$ cat config.mk
export PLATFORM = sky130hd
export DESIGN_NAME = iir_pink_noise_filter
export DESIGN_NICKNAME = d
export VERILOG_FILES = /design/src/hw/rtl/iirpn_pkg.sv /design/src/hw/rtl/iirpn_ctrl.sv /design/src/hw/rtl/iirpn_dp.sv /design/src/hw/rtl/iir_pink_noise_filter.sv
export SDC_FILE = /design/constraint.sdc
export NUM_CORES = 2
export LEC_CHECK = 0
export BUFFER_PORTS_ARGS = -buffer_cell sky130_fd_sc_hd__buf_2
export CELL_PAD_IN_SITES_DETAIL_PLACEMENT = 0
export CELL_PAD_IN_SITES_GLOBAL_PLACEMENT = 2
export CORE_MARGIN = 10
export CORE_UTILIZATION = 31
export CTS_CLUSTER_SIZE = 24
export DETAILED_ROUTE_END_ITERATION = 7
export PLACE_DENSITY = 0.75
export SETUP_SLACK_MARGIN = 0.02
export SLEW_MARGIN = 15
export SYNTH_ARGS = -nofsm -noshare
export SYNTH_HDL_FRONTEND = slang
export SYNTH_SLANG_ARGS = --single-unit
$ cat constraint.sdc
create_clock -name clk -period 9.7 [get_ports clk]
set_input_delay 1.94 -clock clk [delete_from_list [all_inputs] [get_ports clk]]
set_output_delay 1.94 -clock clk [all_outputs]
set_load 0.05 [all_outputs]
$ cat src/hw/rtl/iirpn_pkg.sv
// ---------------------------------------------------------------------------
// iirpn_pkg
// Shared types, operation codes and coefficient tables for the pink-noise
// shaping IIR filter.
// ---------------------------------------------------------------------------
package iirpn_pkg;

  localparam int SAMPLE_W = 16;
  localparam int OUT_W    = 32;
  localparam int GAIN_W   = 16;
  localparam int COEF_W   = 18;            // signed Q2.16
  localparam int OPA_W    = 32;
  localparam int PROD_W   = OPA_W + COEF_W;
  localparam int ACC_W    = 56;
  localparam int TAP_W    = 4;             // tap index, up to 16 taps

  localparam logic [GAIN_W-1:0] GAIN_RESET = 16'd256;

  // multiplier operations
  localparam logic [1:0] OP_X0   = 2'd0;   // newest sample times b0
  localparam logic [1:0] OP_FF   = 2'd1;   // past input times b[k]
  localparam logic [1:0] OP_FB   = 2'd2;   // past output times a[k]
  localparam logic [1:0] OP_GAIN = 2'd3;   // filter value times gain

  typedef struct packed {
    logic             load;      // take a new sample, clear accumulator
    logic             mul_en;    // issue one multiply
    logic [1:0]       op;
    logic [TAP_W-1:0] tap;
    logic             round_en;  // round filter value, shift histories
    logic             out_load;  // write the output register
  } dp_cmd_t;

  typedef struct packed {
    logic out_busy;              // output register holds an untaken item
  } dp_status_t;

  // feedforward coefficients b[0..6], zero above
  function automatic logic signed [COEF_W-1:0] coef_ff(input logic [TAP_W-1:0] idx);
    logic signed [COEF_W-1:0] c;
    case (idx)
      4'd0:    c = 18'sd65461;
      4'd1:    c = 18'sd65098;
      4'd2:    c = 18'sd63504;
      4'd3:    c = 18'sd56787;
      4'd4:    c = 18'sd36045;
      4'd5:    c = -18'sd49912;
      4'd6:    c = 18'sd7597;
      default: c = '0;
    endcase
    return c;
  endfunction

  // feedback coefficients a[1..6], leading 1.0 not stored
  function automatic logic signed [COEF_W-1:0] coef_fb(input logic [TAP_W-1:0] idx);
    logic signed [COEF_W-1:0] c;
    case (idx)
      4'd1:    c = -18'sd110854;
      4'd2:    c = 18'sd58511;
      4'd3:    c = -18'sd20264;
      4'd4:    c = 18'sd13042;
      4'd5:    c = -18'sd10525;
      4'd6:    c = 18'sd6980;
      default: c = '0;
    endcase
    return c;
  endfunction

  // clamp a wide signed value to signed 32 bits
  function automatic logic signed [OUT_W-1:0] sat32(input logic signed [ACC_W-1:0] v);
    logic signed [OUT_W-1:0] r;
    if (v > $signed({{(ACC_W-OUT_W+1){1'b0}}, {(OUT_W-1){1'b1}}})) begin
      r = {1'b0, {(OUT_W-1){1'b1}}};
    end else if (v < $signed({{(ACC_W-OUT_W+1){1'b1}}, {(OUT_W-1){1'b0}}})) begin
      r = {1'b1, {(OUT_W-1){1'b0}}};
    end else begin
      r = v[OUT_W-1:0];
    end
    return r;
  endfunction

endpackage

$ cat src/hw/rtl/iirpn_ctrl.sv
// ---------------------------------------------------------------------------
// iirpn_ctrl
// Sequencer for the shared multiplier: the newest sample, then a feedforward
// and a feedback product per past tap, rounding, gain and output write.
// ---------------------------------------------------------------------------
module iirpn_ctrl
  import iirpn_pkg::*;
#(
  parameter int TAPS = 7
) (
  input  logic       clk,
  input  logic       rst,
  input  logic       in_valid,
  output logic       in_ready,
  output dp_cmd_t    cmd,
  input  dp_status_t status
);

  localparam int TW = $clog2(TAPS);
  localparam logic [TW-1:0] LAST_TAP = TW'(TAPS - 1);

  localparam logic [2:0] S_IDLE  = 3'd0;
  localparam logic [2:0] S_X0    = 3'd1;
  localparam logic [2:0] S_MAC   = 3'd2;
  localparam logic [2:0] S_DRAIN = 3'd3;
  localparam logic [2:0] S_ROUND = 3'd4;
  localparam logic [2:0] S_GAIN  = 3'd5;
  localparam logic [2:0] S_OUT   = 3'd6;

  logic [2:0]    state, state_next;
  logic [TW-1:0] tap, tap_next;
  logic          fb_phase, fb_phase_next;

  // state and tap counter
  always_ff @(posedge clk) begin
    if (rst) begin
      state    <= S_IDLE;
      tap      <= '0;
      fb_phase <= 1'b0;
    end else begin
      state    <= state_next;
      tap      <= tap_next;
      fb_phase <= fb_phase_next;
    end
  end

  // next state and commands
  always_comb begin
    state_next    = state;
    tap_next      = tap;
    fb_phase_next = fb_phase;
    in_ready      = 1'b0;
    cmd           = '0;
    cmd.tap       = TAP_W'(tap);
    unique case (state)
      S_IDLE: begin
        in_ready = 1'b1;
        if (in_valid) begin
          cmd.load   = 1'b1;
          state_next = S_X0;
        end
      end
      S_X0: begin
        cmd.mul_en    = 1'b1;
        cmd.op        = OP_X0;
        tap_next      = TW'(1);
        fb_phase_next = 1'b0;
        state_next    = S_MAC;
      end
      S_MAC: begin
        cmd.mul_en    = 1'b1;
        cmd.op        = fb_phase ? OP_FB : OP_FF;
        fb_phase_next = ~fb_phase;
        if (fb_phase) begin
          tap_next = tap + TW'(1);
          if (tap == LAST_TAP) begin
            state_next = S_DRAIN;
          end
        end
      end
      S_DRAIN: begin
        state_next = S_ROUND;
      end
      S_ROUND: begin
        cmd.round_en = 1'b1;
        state_next   = S_GAIN;
      end
      S_GAIN: begin
        cmd.mul_en = 1'b1;
        cmd.op     = OP_GAIN;
        state_next = S_OUT;
      end
      S_OUT: begin
        if (!status.out_busy) begin
          cmd.out_load = 1'b1;
          state_next   = S_IDLE;
        end
      end
      default: begin
        state_next = S_IDLE;
      end
    endcase
  end

endmodule

$ cat src/hw/rtl/iirpn_dp.sv
// ---------------------------------------------------------------------------
// iirpn_dp
// Datapath: sample and history registers, one shared 32x18 multiplier,
// accumulator, rounding and saturation, gain register and output register.
// ---------------------------------------------------------------------------
module iirpn_dp
  import iirpn_pkg::*;
#(
  parameter int TAPS = 7
) (
  input  logic                       clk,
  input  logic                       rst,
  input  logic signed [SAMPLE_W-1:0] sample_in,
  input  logic                       gain_wr_en,
  input  logic        [GAIN_W-1:0]   gain_wr_data,
  input  dp_cmd_t                    cmd,
  output dp_status_t                 status,
  output logic                       out_valid,
  input  logic                       out_ready,
  output logic signed [OUT_W-1:0]    sample_out
);

  localparam int HD = TAPS - 1;
  localparam int HW = (HD > 1) ? $clog2(HD) : 1;

  logic signed [SAMPLE_W-1:0] x_reg;
  logic signed [SAMPLE_W-1:0] in_hist  [HD];
  logic signed [OUT_W-1:0]    out_hist [HD];
  logic signed [OUT_W-1:0]    y_reg;
  logic        [GAIN_W-1:0]   gain;
  logic signed [OPA_W-1:0]    opa;
  logic signed [COEF_W-1:0]   opb;
  logic signed [PROD_W-1:0]   prod;
  logic                       prod_acc, prod_sub;
  logic signed [ACC_W-1:0]    acc;
  logic signed [ACC_W-1:0]    acc_rnd;
  logic signed [ACC_W-1:0]    gain_rnd;
  logic signed [OUT_W-1:0]    y_next;
  logic        [HW-1:0]       hsel;

  assign hsel = HW'(cmd.tap - TAP_W'(1));

  // gain register
  always_ff @(posedge clk) begin
    if (rst) begin
      gain <= GAIN_RESET;
    end else if (gain_wr_en) begin
      gain <= gain_wr_data;
    end
  end

  // multiplier operand select
  always_comb begin
    case (cmd.op)
      OP_X0: begin
        opa = OPA_W'(x_reg);
        opb = coef_ff(TAP_W'(0));
      end
      OP_FF: begin
        opa = OPA_W'(in_hist[hsel]);
        opb = coef_ff(cmd.tap);
      end
      OP_FB: begin
        opa = out_hist[hsel];
        opb = coef_fb(cmd.tap);
      end
      default: begin
        opa = y_reg;
        opb = $signed({{(COEF_W-GAIN_W){1'b0}}, gain});
      end
    endcase
  end

  // registered product and its accumulate tag
  always_ff @(posedge clk) begin
    if (rst) begin
      prod_acc <= 1'b0;
      prod_sub <= 1'b0;
    end else begin
      prod_acc <= cmd.mul_en && (cmd.op != OP_GAIN);
      prod_sub <= (cmd.op == OP_FB);
    end
    if (cmd.mul_en) begin
      prod <= opa * opb;
    end
  end

  // accumulator
  always_ff @(posedge clk) begin
    if (cmd.load) begin
      acc   <= '0;
      x_reg <= sample_in;
    end else if (prod_acc) begin
      if (prod_sub) begin
        acc <= acc - ACC_W'(prod);
      end else begin
        acc <= acc + ACC_W'(prod);
      end
    end
  end

  // round to 15 fractional bits and saturate
  assign acc_rnd = acc + ACC_W'(32768);
  assign y_next  = sat32(acc_rnd >>> 16);

  // filter value and history shift lines
  always_ff @(posedge clk) begin
    if (rst) begin
      for (int i = 0; i < HD; i++) begin
        in_hist[i]  <= '0;
        out_hist[i] <= '0;
      end
    end else if (cmd.round_en) begin
      in_hist[0]  <= x_reg;
      out_hist[0] <= y_next;
      for (int i = 1; i < HD; i++) begin
        in_hist[i]  <= in_hist[i-1];
        out_hist[i] <= out_hist[i-1];
      end
    end
  end

  always_ff @(posedge clk) begin
    if (cmd.round_en) begin
      y_reg <= y_next;
    end
  end

  // gain product rounding and output register
  assign gain_rnd = ACC_W'(prod) + ACC_W'(128);

  always_ff @(posedge clk) begin
    if (rst) begin
      out_valid <= 1'b0;
    end else if (cmd.out_load) begin
      out_valid <= 1'b1;
    end else if (out_ready) begin
      out_valid <= 1'b0;
    end
    if (cmd.out_load) begin
      sample_out <= sat32(gain_rnd >>> 8);
    end
  end

  assign status.out_busy = out_valid && !out_ready;

endmodule

$ cat src/hw/rtl/iir_pink_noise_filter.sv
// ---------------------------------------------------------------------------
// iir_pink_noise_filter
// Sixth-order direct-form-I IIR filter shaping its input toward a pink
// spectrum, with a programmable output gain.
// ---------------------------------------------------------------------------
// Each input item (signed Q1.15 sample) gives one output item (signed,
// 15 fractional bits, saturated to 32 bits): the filter value times the
// unsigned Q8.8 gain. All products go through one shared 32x18 multiplier:
// the newest sample first, then a feedforward and a feedback product per
// past tap, then pipeline drain, rounding, the gain product and the output
// write. The input is ready again the cycle after that write, so a new
// item is only taken once the previous one has been written out. While the
// previous result still waits in the output register, the output write and
// with it the next acceptance are held off. Both histories clear at reset;
// gain resets to 256 (unity); the user must write it only while the block
// is idle, as the block itself does not enforce this.
// ---------------------------------------------------------------------------
module iir_pink_noise_filter
  import iirpn_pkg::*;
#(
  parameter int TAPS = 7
) (
  input  logic        clk,
  input  logic        rst,
  input  logic        s_tvalid,
  output logic        s_tready,
  input  logic [15:0] s_tdata,      // [15:0] sample_in
  output logic        m_tvalid,
  input  logic        m_tready,
  output logic [31:0] m_tdata,      // [31:0] sample_out
  input  logic        gain_wr_en,
  input  logic [15:0] gain_wr_data
);

  dp_cmd_t                 cmd;
  dp_status_t              status;
  logic signed [OUT_W-1:0] sample_out;

  // controller
  iirpn_ctrl #(
    .TAPS (TAPS)
  ) u_ctrl (
    .clk      (clk),
    .rst      (rst),
    .in_valid (s_tvalid),
    .in_ready (s_tready),
    .cmd      (cmd),
    .status   (status)
  );

  // datapath
  iirpn_dp #(
    .TAPS (TAPS)
  ) u_dp (
    .clk          (clk),
    .rst          (rst),
    .sample_in    ($signed(s_tdata)),
    .gain_wr_en   (gain_wr_en),
    .gain_wr_data (gain_wr_data),
    .cmd          (cmd),
    .status       (status),
    .out_valid    (m_tvalid),
    .out_ready    (m_tready),
    .sample_out   (sample_out)
  );

  assign m_tdata = sample_out;

endmodule

==> After elaboration in Yosys (flattened, before gate mapping) <==
Memories as Yosys holds them, arrays and structs flattened.
Index checks and enable logic that the tools add are counted.
{ "word_totals": {"mem_bits_rw": 288, "word_cells": 110, "latch_bits": 0, "regBits": 212, "memories": 2, "in_bits": 37, "output_inout_bits": 34, "mem_bits_ro": 0} }
{ "classes": {"n_lt_le_gt_ge": 4, "n_reduce_logical": 10, "n_shift": 0, "div_mod_pow": 0, "bitwise_logic": 13, "n_addsub": 6, "muxes": 43, "n_eq_ne": 19, "n_mul": 1} }
{ "mem_list": {"columns": ["memory", "depth", "width", "rd", "rd_clocked_by_memory_dff", "write_ports", "line", "rtl"], "rows": [
  ["u_dp.out_hist", 6, 32, 6, 0, 6, "iirpn_dp.sv:28", "logic signed [OUT_W-1:0] out_hist [HD];"],
  ["u_dp.in_hist", 6, 16, 6, 0, 6, "iirpn_dp.sv:27", "logic signed [SAMPLE_W-1:0] in_hist [HD];"]
]} }
{ "op_table": {"columns": ["cell", "count"], "rows": [
  ["2-to-1 mux 32 bit", 9],
  ["one-hot mux 18 bit (7 select lines)", 1],
  ["one-hot mux 18 bit (6 select lines)", 1],
  ["2-to-1 mux 16 bit", 6],
  ["one-hot mux 32 bit (3 select lines)", 1],
  ["adder 56 x 17 -> 56 bit, second input constant", 1],
  ["adder 56 x 50 -> 56 bit", 1],
  ["2-to-1 mux 56 bit", 1],
  ["subtractor 56 x 50 -> 56 bit", 1],
  ["one-hot mux 18 bit (3 select lines)", 1],
  ["adder 50 x 9 -> 51 bit, second input constant", 1],
  ["multiplier 32 x 18 -> 50 bit", 1],
  ["> comparator 43 x 32 -> 1 bit, second input constant", 1],
  ["less-than comparator 43 x 32 -> 1 bit, second input constant", 1],
  ["> comparator 40 x 32 -> 1 bit, second input constant", 1],
  ["less-than comparator 40 x 32 -> 1 bit, second input constant", 1],
  ["one-hot mux 3 bit (7 select lines)", 1],
  ["equality test 3 bit, second input constant", 6],
  ["2-to-1 mux 3 bit", 5],
  ["2-to-1 mux 1 bit", 13],
  ["equality test 3 x 2 -> 1 bit, second input constant", 4],
  ["bitwise OR 1 bit", 12],
  ["one-hot mux 3 bit (3 select lines)", 1],
  ["equality test 3 x 1 -> 1 bit, second input constant", 2],
  ["other kinds (18)", 23]
]} }

==> Logic depth before layout (Yosys ltp) <==
{ "logic_depth": {"word_depth": 6, "depth_mapped": 36, "depth_no_buf": 33} }

==> Cells and area by module <==
From an unflattened synthesis, not the netlist that was laid out.
{ "hier_totals": {"hier_cells": 4771, "area_unflattened_um2": 46816.2} }
{ "modules_own_cells": {"columns": ["mod", "instances", "area_per_inst_um2", "seq_area_each_um2", "cells_per_inst"], "rows": [
  ["iirpn_dp", 1, 46290.6, 14053.5, 4706],
  ["iirpn_ctrl", 1, 525.5, 140.1, 65]
]} }

==> Least setup slack after synthesis <==
OpenSTA, ideal clock, no wires.
{ "synth_path": {"kind": "register to register", "from": "reg u_ctrl.tap[0]", "to": "reg u_dp.prod[49], data pin", "stages_incl_launch_ff": 33, "synth_period_minus_slack_ns": 9.398, "required_ns": 9.436, "slack_ns": 0.302, "arrival_time_ns": 9.134, "setup_time_ns": 0.264, "n_path_buf": 6, "path_cell_list": "dfxtp_1 > clkbuf_1 > clkbuf_1 > inv_1 > ha_1 > buf_1 > clkbuf_1 > buf_1 > mux4_2 > a21oi_1 > o21ai_0 > o21a_1 > clkbuf_1 > nand2_1 > fa_1 > inv_1 > fa_1 > inv_1 > fa_1 > fa_1 > inv_1 > fa_1 > inv_1 > fa_1 > inv_1 > ha_1 > nand2_1 > o41ai_1 > a21oi_1 > o211ai_1 > nand2_1 > o31ai_1 > xnor2_1"} }
{ "synth_via": {"elab_chain_len": 4, "word_cells_on_any_way": 15, "classes_between": "1 x add/sub; 1 x mul; 6 x eq/ne; 4 x mux; 1 x reduce/logical; 2 x memory"} }
{ "synth_lines": {"columns": ["element", "line", "rtl"], "rows": [
  ["start: declaration", "iirpn_ctrl.sv:31", "logic [TW-1:0] tap, tap_next;"],
  ["start signal: assignment", "iirpn_ctrl.sv:42", "tap <= tap_next;"],
  ["subtractor 3 x 1 -> 3 bit, or another cell as far along", "iirpn_dp.sv:41", "assign hsel = HW'(cmd.tap - TAP_W'(1));"],
  ["memory (6 x 32 bit), or another cell as far along", null, null],
  ["one-hot mux 32 bit (3 select lines) or one-hot mux 18 bit (3 select lines) (tied branches)", "iirpn_dp.sv:54", "case (cmd.op)"],
  ["multiplier 32 x 18 -> 50 bit *", "iirpn_dp.sv:84", "prod <= opa * opb;"],
  ["end signal: assignment", "iirpn_dp.sv:84", null],
  ["end: declaration", "iirpn_dp.sv:33", "logic signed [PROD_W-1:0] prod;"]
]} }
Mark *: on every way between the ends. The rest lies on a longest branch, timed or not.
A chain may end at the register's enable or synchronous reset.

==> Final worst setup path <==
{ "layout_path": {"from": "reg u_ctrl.tap[0]", "to": "reg u_dp.prod[48], data pin"} }
The elaborated chain is that of the path after synthesis.

==> results.md <==
- Status: completed
- Max-cap violation count: 0
- Crit share post-route: 95.0%
- Residual DRC: 0
- Pre-antenna DRT Iters: 5
- R2R Setup Slk: about 0.48 ns
- Filler cell count in the final layout: 15200
- Distinct cells, synth: 84
- Simple-Gate Fraction of Synth Area: about 16%
- Final Setup Violations: 0
- Max H-tree Level: 2
- All-Layer GR Usage: 16.7%
- Max FFs per register: 192
- WL per Instance: 20.2 um
- Clk buf depth: 3
- Hold/Removal Path Class: reg -> reg
- Layout area overhead: 10.9%
- IO Count: 71
- Slowest Stage Delay on Critical Path: 0.71 ns
- Syn. warnings: 0
- Met3 Use GR: under 10%
- Largest net degree at the start of global routing: 260
- Routed Antenna Nets: 0
- IO buf count: 70
- Slowest-stage cell, CP: o22ai_2
- Final RePlAce weighted congestion: 0.866
- Top FF cell, synth: edfxtp_1
- Post-route cell area: 0.0520 sq mm
- ANT cells: 0
- Met1 Usage GRT: 24.9%
- WP buf/inv: 7
- Largest family of logic cells by synthesized area: adder cells
- Worst skew pair latency: 0.66 ns
- Setup crit end kind: flip-flop
- Mapped Area: between 0.04 and 0.05 sq mm
- Top cell type by total area after synthesis: edfxtp_1
- Post-Synth Adder-Cell Area: between 20% and 30%
- Worst slew pin tran: 1.23 ns
- WL final: 140000 um
- RSZ-0062 raised after global routing: yes
- Die area: 0.167 sq mm
- Crit path top cell by count: fa_1
- Initial antenna violation count: 2
- Synth Instances: 4822
- Largest Register: u_dp.out_hist
- Share of post-route cells with drive strength above 1: between 8 and 9%
- Post-synthesis mux area share: 4.60%
- Vias: 33800
- Setup TNS: 0 ns
- Synth Area in Compound Gates: under 10%
- Crit path time final: around 9.2 ns
- Worst-path maximum fanout: 15
- CP delay by family, top: adder cells
- Post-synthesis xor/xnor area fraction: 3.90%
- Hold violation count in the final report: 0
- Core Area: 0.150 sq mm
- Final Max Slew Viols: 0
- TritonCTS clock tree: built
- Mapped Nets: 5599
- Final nets: 5635
- Clk root buf: clkbuf_16
- First-pass GRT wire length: 219000 um
- Clock Skew: roughly 0.024 ns
- Top cells by area, synth: edfxtp_1 27%, fa_1 24%, inv_1 5.9%
- GRT overflow: 0
- Met2 Track Usage GR: 25.6%
- Max transition margin: 18.2%
- Max frequency: 0.108 GHz
- Biggest regs: u_dp.out_hist: 192 flops, u_dp.in_hist: 96 flops, u_dp.acc: 56 flops
- Number of DRC markers in iteration 0: about 2300
- Clock slew at reported path FFs: 0.06 ns
- Num CTS Buffers: 56
- Top-area cell type share of the netlist area: 26.8%
- CTS hold repair buffers: 0
- Busiest grt layer: met2
- Min-delay src: u_dp.acc[0]
- Async SR Flop Fraction: 0%
- Crit. Startpoint: u_ctrl.tap[0]
- Worst setup SP type: flip-flop
- Required @ worst endpoint: ~10 ns
- Worst reg2reg startpoint: u_ctrl.tap[0]
- Setup Buffers After CTS: 0
- Initial Utilization: 31.2%
- # rows: 142
- Die X: 409 um
- Post-detail-place hpwl: 109000 um
- Sequential-to-total area share from yosys stat: between 30% and 40%
- Vias per inst: ~5
- Mean Syn Cell Area: between 9 and 10 sq um
- Crit path arrival time: 9.61 ns
- Die Ht: 409 um
- WS Path Type: reg -> reg
- Clock Sinks: 500
- Flops & latches, synth: 500
- Vias in the first global route: 34600
- Placed cell areas: 0.0502 sq mm
- EDFF count, synth: 418
[stage by stage]
step                utilization, %  hold slack (ns)  setup WS, ns  cells
floorplan                        -            0.460         0.302   4822
global placement              33.4            0.479         0.430   6815
detailed placement            33.4            0.487         0.434   6815
CTS                           34.6            0.495         0.350   6916
global route                  34.6            0.520        0.0105   6917
finish                        34.6            0.495         0.481   6917
[cell usage in the layout, fill, tap and decap left out, drive strengths merged, types with 67 or more instances in the layout]
| cell type | count |
|---|---|
| inv | 747 |
| fa | 554 |
| nand2 | 491 |
| nor2 | 422 |
| edfxtp | 418 |
| and2 | 330 |
| buf | 226 |
| a21oi | 213 |
| o21ai | 203 |
| ha | 186 |
| xnor2 | 146 |
| mux2i | 96 |
| dfxtp | 82 |
| clkbuf | 67 |
[area by class of cell]
cell class | count | area, sq um | area share [%]
multi-input cells | 3332 | 29100 | 56.0
flip-flops and latches | 500 | 14200 | 27.3
inverters | 742 | 2790 | 5.36
well taps | 2016 | 2520 | 4.85
repair buffers | 226 | 1630 | 3.13
clock buffers | 67 | 1450 | 2.79
clock inverters | 34 | 295 | 0.568
[worst paths after layout]
check	cells after the start	endpoint
max reg2reg	29	u_dp.prod[48]
min	2	u_dp.acc[0]
max	29	u_dp.prod[48]
min reg2reg	2	u_dp.acc[0]
[cell families after synthesis]
kind of cell,Yosys count
fa+ha+maj,740
xor+xnor,209
compound gates,693
mux,150
flops,500
simple gates,1540
buf+inv,990
[routing by layer]
| layer | vias up | routed length, um |
|---|---|---|
| met5 | - | 0 |
| met4 | 0 | 2400 |
| met3 | 115 | 6940 |
| met2 | 759 | 62000 |
| met1 | 17200 | 68500 |
| li1 | 15700 | - |
[cell usage after synthesis (45+ instances only)]
| master | instances |
|---|---|
| ha_1 | 186 |
| xor2_1 | 63 |
| edfxtp_1 | 418 |
| inv_1 | 740 |
| nand2_1 | 491 |
| xnor2_1 | 146 |
| mux4_2 | 52 |
| fa_1 | 554 |
| mux2i_1 | 96 |
| nor2_1 | 422 |
| nor3_1 | 45 |
| and2_1 | 330 |
| clkbuf_1 | 223 |
| o21ai_0 | 184 |
| o21a_1 | 48 |
| nand3_1 | 65 |
| dfxtp_1 | 82 |
| a21oi_1 | 212 |
[what timing repair did]
item / CTS / global route
resized for setup: 0 / 2
setup endpoints to repair: 0 / 4
hold endpoints to repair: 0 / 0
[worst min-delay path, cell delays in order (launching register included)]
cell	delay, ns
dfxtp_1	0.31
nor2_1	0.09
a211oi_1	0.05
Power is left out: the tool's default activity adds up to more than one toggle a clock period on the data nets, which glitch-free logic cannot reach.
